[src/rtl/core/rcd_ram.sv]
// ----------------------------------------------------------------------------
// rcd_ram
// Generic simple dual-port RAM: one write port, one read port, registered read.
// ----------------------------------------------------------------------------
`default_nettype none

module rcd_ram #(
   parameter int WIDTH = 8,
   parameter int DEPTH = 256
) (
   input  logic                     clock,
   input  logic                     wr_en,
   input  logic [$clog2(DEPTH)-1:0] wr_addr,
   input  logic [WIDTH-1:0]         wr_data,
   input  logic                     rd_en,
   input  logic [$clog2(DEPTH)-1:0] rd_addr,
   output logic [WIDTH-1:0]         rd_data
);
   logic [WIDTH-1:0] mem_ff [DEPTH];
   logic [WIDTH-1:0] rd_data_ff;

   always_ff @(posedge clock) begin
      if (wr_en) begin
         mem_ff[wr_addr] <= wr_data;
      end
      if (rd_en) begin
         rd_data_ff <= mem_ff[rd_addr];
      end
   end

   assign rd_data = rd_data_ff;
endmodule

`default_nettype wire

[config.mk]
export PLATFORM = sky130hd
export DESIGN_NAME = rcd_ram
export DESIGN_NICKNAME = d
export VERILOG_FILES = /design/src/rtl/core/rcd_ram.sv
export SDC_FILE = /design/constraint.sdc
export NUM_CORES = 2
export LEC_CHECK = 0
export BUFFER_PORTS_ARGS = -buffer_cell sky130_fd_sc_hd__buf_4
export CORE_ASPECT_RATIO = 1.75
export CORE_MARGIN = 10
export CORE_UTILIZATION = 55
export DETAILED_ROUTE_END_ITERATION = 6
export GPL_ROUTABILITY_DRIVEN = 0
export PLACE_DENSITY = 0.71
export SLEW_MARGIN = 40
export SYNTH_ARGS = -nofsm -noshare
export SYNTH_HDL_FRONTEND = slang
export SYNTH_SLANG_ARGS = --single-unit
export TNS_END_PERCENT = 1
[constraint.sdc]
create_clock -name clock -period 2.9 [get_ports clock]
set_input_delay 0.145 -clock clock [delete_from_list [all_inputs] [get_ports clock]]
set_output_delay 0.145 -clock clock [all_outputs]
set_load 0.01 [all_outputs]
==> out/metrics.yaml <==
outcome: "finished with violations"
violations: "negative hold slack, negative setup slack"
dp.cells: 5888
r2r_slack_ns: -0.007
wl_per_cell_um: 32.5
post-route-period-util: 1.00
syn2layout_area_growth_pct: 14.1
die_x_um: 308
finalHoldViolCount: 6
core_region_area_um2: 144000
arrival_ns: 3.47
dr.pass1.iters: 5
cp.required_ns: 3.46
cts_max_path_buffers: 3
ant_nets: 0
worst_slew_pin_slew_ns: 0.915
nets: 4232
clkTransAtPathRegs_ns: 0.07
viasPerCell: 6.55
final-seq-area_um2: 61700
rsz0062_at_grt: "false"
cellPowerDensity_nw_per_um2: 645
p_seq_frac: 0.559
num_rows: 184
clockRootBuffer: "clkbuf_16"
p_leak_uw: 0.0289
ys_ff_latch: 2056
slew_headroom: 0.384
synth.avg_cell_area_um2: 21.3
skew_ns: 0.0234
grt_pass1_wl_um: 292000
synth_edf_count: 2056
finalMaxSlewViolations: 0
synth_area_leaders: "edfxtp_1, mux4_2, mux2i_1"
p_switching_uw: 12400
detailedPlace.worstSlack_ns: -0.433
final_core_util: 0.632
drt_iter0_drc: 4586
cts_made_buffers: 168
critPathKind: "reg2reg"
hold-worst-slack_ns: -0.0180
insertion_delay_ns: 0.80
synth_warnings: 0
syn_area_um2: 79600
worstSetupEndpointType: "register"
grt_max_degree: 106
synth_area_leader_cell: "edfxtp_1"
grt_antenna_before_repair: 8
syn_inst: 3733
maxCapViolations: 0
start_util: 0.553
hp-class: "in2reg"
power.internal_uw: 46300
yosysSeqAreaShare: 0.775
final-instance-count-excl-fill: 6209
grt-ovfl-total: 0
io_pins: 35
fillers: 9391
drt_wl_total_um: 202000
num_vias: 40600
power_frac_clock: 0.385
share_comb_of_total_power: 0.056
ys.flop_type: "edfxtp_1"
setup_viol: 1
synth_fp_nets: 3760
port_buffers: 34
tritoncts: "done"
finalCriticalPeriod_ns: 2.91
setup_ws_ns: -0.00660
worst-path-max-fanout: 1
die-area_um2: 161000
ir_drop_v: 0.000665
swShare: 0.211
layout-drive-gt1-share: 0.289
grt_pass1_vias: 41500
dp_hpwl_um: 132000
synth_top_area_share: 0.775
clock-sinks: 2056
drc: 0
ys_types: 54
fmax_mhz: 344
multi_input_area_um2: 16600
die_h_um: 523
cp-start-kind: "register"
h-tree-depth: 4
grt_usage: 0.253
async_reset_ff_frac: 0
power by group through the flow:
stage                     Clock [uW]  Sequential, uW  Combinational, uW
after global placement             0           33400               3220
after detailed placement           0           33400               3280
final                          22600           32800               3300
after CTS                      22800           32800               3310
after global routing           23900           32800               3440
after floorplan                    0           33400               1590
routing by layer:
metal,part of all wire,vias to the layer above,track usage
met3,0.081,488,0.0400
met1,0.33,21300,0.297
met5,0.00035,-,0
met2,0.53,2212,0.443
met4,0.061,10,0.139
li1,-,16600,-
flip-flops by register name, indices dropped and copies added, names as in the netlist:
register and cells:
rd_data 8, mem_ff 2048
path summary, 6_finish.rpt:
| check | from | endpoint | cells past startpoint |
|---|---|---|---|
| hold / removal | wr_data[1] | mem_ff[162][1]$_DFFE_PP_ | 1 |
| hold reg to reg | mem_ff[18][2]$_DFFE_PP_ | rd_data[2]$_DFFE_PP_ | 6 |
| setup / recovery | mem_ff[71][4]$_DFFE_PP_ | rd_data[4]$_DFFE_PP_ | 6 |
| setup reg to reg | mem_ff[71][4]$_DFFE_PP_ | rd_data[4]$_DFFE_PP_ | 6 |
cell usage after synthesis, types with 10 or more instances:
| cell type | instances |
|---|---|
| buf_2 | 31 |
| buf_1 | 22 |
| a21oi_1 | 96 |
| o22ai_1 | 28 |
| mux2i_1 | 134 |
| nand2_1 | 33 |
| mux4_2 | 454 |
| buf_4 | 27 |
| buf_6 | 21 |
| o211ai_1 | 10 |
| nor3_1 | 22 |
| o21ai_0 | 10 |
| nand4_1 | 10 |
| nor2_1 | 282 |
| nor4_1 | 24 |
| nor2b_1 | 31 |
| edfxtp_1 | 2056 |
| o221ai_1 | 46 |
| a221oi_1 | 13 |
| buf_8 | 13 |
| clkbuf_1 | 111 |
| a22oi_1 | 133 |
| a211oi_1 | 16 |
| nand3_1 | 34 |
critical path, stage by stage, from the launching register on:
cell and delay, ns:
edfxtp_1 0.37, mux4_2 0.53, mux4_2 0.49, nor2b_1 0.17
nor4_1 0.82, buf_4 0.25, nor4_1 0.05
repair_timing:
action / 4_1_cts / 5_1_grt
setup buffers: 0 / 0
endpoints found under the setup margin: 1 / 0
resized for setup: 1 / 0
hold endpoints to repair: 161 / 0
hold buffers: 7 / 0
placed cells by master (no fill, tap or decap), types with 10 or more instances in the layout:
cell,netlist,layout
edfxtp_1,2056,2056
buf_4,27,458
mux4_2,454,454
nor2_1,282,274
clkbuf_16,0,174
mux2i_1,134,134
a22oi_1,133,133
a21oi_1,96,95
buf_12,8,60
o221ai_1,46,46
clkbuf_1,111,36
clkinv_1,1,35
nand2_1,33,33
nand3_1,34,31
clkinv_2,0,29
o22ai_1,28,28
nor2b_1,31,28
nor3_1,22,21
nor4_1,24,19
a211oi_1,16,16
bufinv_16,0,14
a221oi_1,13,13
nand4_1,10,10
o211ai_1,10,10
o21ai_0,10,10
final cells by class:
| type | instances | share of cell area |
|---|---|---|
| flip-flops and latches | 2056 | 0.679 |
| multi-input cells | 1442 | 0.182 |
| repair buffers | 535 | 0.0534 |
| clock buffers | 210 | 0.0494 |
| well taps | 1860 | 0.0256 |
| clock inverters | 96 | 0.00987 |
| diodes | 8 | 0.000220 |
| inverters | 2 | 0.0000826 |
kinds of logic (layout without fill, tap and decap cells):
| kind of cell | count (synthesis) | count (layout) | synth area share |
|---|---|---|---|
| buffers and inverters | 235 | 843 | 0.0183 |
| AOI/OAI and AO/OA | 385 | 385 | 0.0342 |
| other | 0 | 8 | 0 |
| and+or+nand+nor | 466 | 466 | 0.0263 |
| DFF | 2056 | 2056 | 0.775 |
| muxes | 591 | 591 | 0.146 |
metrics by stage:
step                setup TNS [ns]  total power [uW]  cell area (um^2)
floorplan                        0             35000             79600
global placement             -2.39             36700             85400
detailed placement           -1.74             36700             85400
CTS                              0             58900             90900
global route                     0             60100             90900
finish                    -0.00660             58700             90900
No activity file was read; power rests on OpenSTA's default activity.
