File: config.mk
export PLATFORM = sky130hd
export DESIGN_NAME = rcd_index_map
export DESIGN_NICKNAME = d
export VERILOG_FILES = /design/src/rtl/core/rcd_pkg.sv /design/src/rtl/core/rcd_index_map.sv
export SDC_FILE = /design/constraint.sdc
export NUM_CORES = 1
export LEC_CHECK = 0
export ABC_AREA = 1
export BUFFER_PORTS_ARGS = -buffer_cell sky130_fd_sc_hd__buf_4
export CAP_MARGIN = 20
export CORE_AREA = 2 2 45 64
export CTS_BUF_LIST = sky130_fd_sc_hd__clkbuf_2
export CTS_CLUSTER_SIZE = 16
export DETAILED_ROUTE_END_ITERATION = 16
export DIE_AREA = 0 0 47 66
export MAX_ROUTING_LAYER = met4
export PLACE_DENSITY_LB_ADDON = 0.1
export RECOVER_POWER = 50
export SLEW_MARGIN = 20
export SYNTH_ARGS = -nofsm -noshare
export SYNTH_HDL_FRONTEND = slang
export SYNTH_SLANG_ARGS = --single-unit
File: constraint.sdc
create_clock -name clock -period 0.8 [get_ports clock]
set_input_delay 0.2 -clock clock [delete_from_list [all_inputs] [get_ports clock]]
set_output_delay 0.2 -clock clock [all_outputs]
set_load 0.05 [all_outputs]
File: src/rtl/core/rcd_pkg.sv
// ----------------------------------------------------------------------------
// rcd_pkg
// Shared widths, defaults and command codes of the row cache directory.
// ----------------------------------------------------------------------------
`default_nettype none

package rcd_pkg;

   localparam int ID_W          = 32;
   localparam int SYNC_W        = 8;
   localparam int IDX_W         = 8;
   localparam int LINES_DEFAULT = 256;

   typedef enum logic [1:0] {
      CMD_READ  = 2'd0,
      CMD_WRITE = 2'd1,
      CMD_MATCH = 2'd2,
      CMD_SYNC  = 2'd3
   } cmd_type;

endpackage

`default_nettype wire

File: src/rtl/core/rcd_index_map.sv
// ----------------------------------------------------------------------------
// rcd_index_map
// Splits an id into line (id mod LINES) and tag (id div LINES). A power of two
// is a registered bit split; any other count multiplies by a constant reciprocal
// and takes back the remainder through product, quotient and remainder registers.
// ----------------------------------------------------------------------------
`default_nettype none

module rcd_index_map #(
   parameter int LINES = rcd_pkg::LINES_DEFAULT
) (
   input  logic                                 clock,
   input  logic                                 reset,
   input  logic                                 start,
   input  logic [rcd_pkg::ID_W-1:0]             dividend,
   output logic                                 done,
   output logic [$clog2(LINES)-1:0]             line,
   output logic [$clog2(((64'd1 << rcd_pkg::ID_W) - 1) / LINES + 1)-1:0] tag
);
   import rcd_pkg::*;

   localparam int  LINE_W = $clog2(LINES);
   localparam int  TAG_W  = $clog2(((64'd1 << ID_W) - 1) / LINES + 1);
   localparam bit  POW2   = (LINES & (LINES - 1)) == 0;

   generate
      if (POW2) begin : g_split
         logic              done_ff;
         logic [LINE_W-1:0] line_ff;
         logic [TAG_W-1:0]  tag_ff;

         always_ff @(posedge clock) begin
            if (reset) begin
               done_ff <= 1'b0;
            end else begin
               done_ff <= start;
            end
            if (start) begin
               line_ff <= dividend[LINE_W-1:0];
               tag_ff  <= TAG_W'(dividend >> LINE_W);
            end
         end

         assign done = done_ff;
         assign line = line_ff;
         assign tag  = tag_ff;
      end else begin : g_recip
         // floor(n / LINES) == floor(n * RECIP / 2^SHIFT) for every 32-bit n
         // when RECIP = ceil(2^SHIFT / LINES) and SHIFT = ID_W + ceil(log2 LINES)
         localparam int            SHIFT = ID_W + LINE_W;
         localparam int            LO_W  = 17;
         localparam int            HI_W  = ID_W + 1 - LO_W;
         localparam int            PLO_W = ID_W + LO_W;
         localparam int            PHI_W = ID_W + HI_W;
         localparam int            SUM_W = 2 * ID_W + 1;
         localparam logic [ID_W:0] RECIP =
            (ID_W + 1)'(((64'd1 << SHIFT) + 64'(LINES) - 64'd1) / 64'(LINES));

         logic              prod_vld_ff;
         logic              quo_vld_ff;
         logic              done_ff;
         logic [ID_W-1:0]   num_ff;
         logic [PLO_W-1:0]  prod_lo_ff;
         logic [PHI_W-1:0]  prod_hi_ff;
         logic [SUM_W-1:0]  prod_sum;
         logic [TAG_W-1:0]  quo_ff;
         logic [LINE_W-1:0] rem_ff;

         // reciprocal split in two halves so each product stays narrow
         assign prod_sum = SUM_W'(prod_lo_ff) + (SUM_W'(prod_hi_ff) << LO_W);

         always_ff @(posedge clock) begin
            if (reset) begin
               prod_vld_ff <= 1'b0;
               quo_vld_ff  <= 1'b0;
               done_ff     <= 1'b0;
            end else begin
               prod_vld_ff <= start;
               quo_vld_ff  <= prod_vld_ff;
               done_ff     <= quo_vld_ff;
            end
            if (start) begin
               num_ff     <= dividend;
               prod_lo_ff <= PLO_W'(dividend) * PLO_W'(RECIP[LO_W-1:0]);
               prod_hi_ff <= PHI_W'(dividend) * PHI_W'(RECIP[ID_W:LO_W]);
            end
            if (prod_vld_ff) begin
               quo_ff <= TAG_W'(prod_sum >> SHIFT);
            end
            if (quo_vld_ff) begin
               rem_ff <= LINE_W'(num_ff - ID_W'(ID_W'(quo_ff) * ID_W'(LINES)));
            end
         end

         assign done = done_ff;
         assign line = rem_ff;
         assign tag  = quo_ff;
      end
   endgenerate
endmodule

`default_nettype wire

==> flow_summary.json <==
{
  "ant_nets": 0,
  "ir_drop_mv": 1.23,
  "vias_per_cell": 4.09,
  "synth_seq_area_share_pct": 99.0,
  "grt_pass1_wl_mm": 3.59,
  "drive_above_1_share_pct": 52.4,
  "clk_pin_slew_ns": 0.16,
  "criticalPathCategory": "reg -> out",
  "met3_length_um": 164,
  "syn-num-nets": 70,
  "fin_area_sq_mm": 0.00204,
  "cp_max_fo": 1,
  "hp-start": "start",
  "fin_crit_sh_pct": 146,
  "worst_pin_slew_ns": 0.417,
  "final_nets": 179,
  "clock-sinks": 33,
  "p_leak_nw": 0.864,
  "grt_overflow": 0,
  "clk_path_buf_depth": 2,
  "maxCapViolCount": 0,
  "syn_inst": 35,
  "worst_slack_ns": -0.369,
  "crit_family": "flip-flops",
  "drt_wl_total_mm": 2.56,
  "endpoint_kind": "output pin",
  "port_buffers": 67,
  "via_count": 741,
  "whs_endpoint": "tag[20]",
  "power_density_mw_per_mm2": 1900,
  "fp-row-count": 22,
  "min_delay_path_depth": 2,
  "worst-path-buf-inv": 1,
  "cts_tree": "done",
  "wl_met1_um": 739,
  "rsz0062_at_grt": "yes",
  "wl_met2_mm": 1.61,
  "track_usage_pct": 18.1,
  "grt_max_degree": 18,
  "period_needed_ns": 1.17,
  "cts_setup_buffers": 0,
  "core_area_sq_mm": 0.00253,
  "synth_area_leaders": "edfxtp_1 (97%), dfxtp_1 (2.0%), nor2_2 (0.63%)",
  "max_freq_mhz": 856,
  "fin_util_pct": 80.6,
  "syn_avg_cell_area_sq_um": 28.3,
  "die_area_sq_mm": 0.00310,
  "start_kind": "register",
  "pin_count": 68,
  "n_fill_cell": 139,
  "synth.top_cell.area_share_pct": 97.0,
  "root_buffer": "clkbuf_2",
  "cts_made_buffers": 5,
  "die-width_um": 47,
  "preCtsSetupSlack_ns": 0.0337,
  "syn-cell-area_sq_um": 991,
  "area_growth_pct": 106,
  "drt-initial-drc-count": 14,
  "initial_core_util_pct": 39.1,
  "place_congestion": 0.664,
  "grt_pass1_vias": 821,
  "dpl-instance-area_sq_mm": 0.00158,
  "final-hold-violation-count": 0,
  "finalPower_mw": 3.88,
  "min_path_type": "in -> reg",
  "violations": "negative setup slack",
  "yosysWarningCount": 0,
  "n_antenna_cell": 0,
  "ys_ff_latch": 33,
  "layout_common_cells": "dlygate4sd3_1 (33), buf_4 (33), edfxtp_1 (32), buf_6 (32), clkbuf_2 (7)",
  "synth_top_area_cell": "edfxtp_1",
  "worstPathArrival_ns": 0.97,
  "max_slew_margin_pct": 72.2,
  "setup_viol": 33,
  "antenna_found_initial": 0,
  "htreeDepth": 2,
  "synth_cell_types": 4,
  "dr.pass1.iters": 4,
  "finalHoldWorstSlack_ns": 0.420,
  "status": "complete, but fails checks",
  "cp_cell_sequence": "buf_6",
  "slowest_delay_ns": 0.44,
  "dieHeight_um": 66,
  "worstPathRequired_ns": 0.60,
  "dr.max_layer_used": "met4",
  "wl_per_cell_um": 14.1,
  "drc_errors": 0,
  "maxSlewViolCount": 0,
  "worst_path_max_delay_cell": "edfxtp_1"
}
cell usage after synthesis:
cell,number
edfxtp_1,32
inv_1,1
dfxtp_1,1
nor2_2,1
registers in the layout (all words and copies together), names as in the netlist:
name / cells
tag: 24
line: 8
done: 1
stage by stage:
| stage | TNS [ns] | std cells |
|---|---|---|
| 2_1_floorplan | -0.0194 | 35 |
| 3_3_place_gp | 0 | 140 |
| 3_5_place_dp | 0 | 140 |
| 4_1_cts | -11.77 | 178 |
| 5_1_grt | -12.70 | 181 |
| 6_report | -11.00 | 181 |
metal layers:
layer,vias to the layer above,GRT usage (%)
li1,356,-
met2,48,33.4
met5,-,-
met1,333,15.3
met3,4,4.64
met4,0,9.38
repair_timing:
action / in CTS / in global routing
resized for setup: 34 / 1
hold buffers: 30 / 3
pin swaps: 0 / 0
endpoints found under the setup margin: 33 / 33
endpoints found under the hold margin: 30 / 3
where the power goes:
| part | switching (mW) | leakage (nW) | internal, mW |
|---|---|---|---|
| sequential | 0.0653 | 0.322 | 2.05 |
| clock | 0.520 | 0.0278 | 0.191 |
| combinational | 0.599 | 0.514 | 0.453 |
| total | 1.18 | 0.864 | 2.69 |
cell families after synthesis:
kind of cell           synth area share [%]
DFF                                    99.0
and+or+nand+nor                       0.632
buffers and inverters                 0.378
how the worst max path moves through the flow:
stage          startpoint       to  cells past startpoint
2_1_floorplan     line[0]  line[0]                      0
3_3_place_gp        start  tag[11]                      2
3_5_place_dp        start   tag[1]                      2
4_1_cts           tag[20]  tag[20]                      1
5_1_grt           tag[20]  tag[20]                      1
6_report           tag[4]   tag[4]                      1
final cells by class:
type,count,area [sq um],share of cell area (%)
timing repair buffer,102,967,47.4
clock buffer,5,25.0,1.23
clock inverter,3,12.5,0.613
sequential,33,982,48.1
multi-input combinational,1,6.26,0.306
inverter,1,3.75,0.184
tap,36,45.0,2.21
Note: power is estimated with default switching activity, not from simulation.
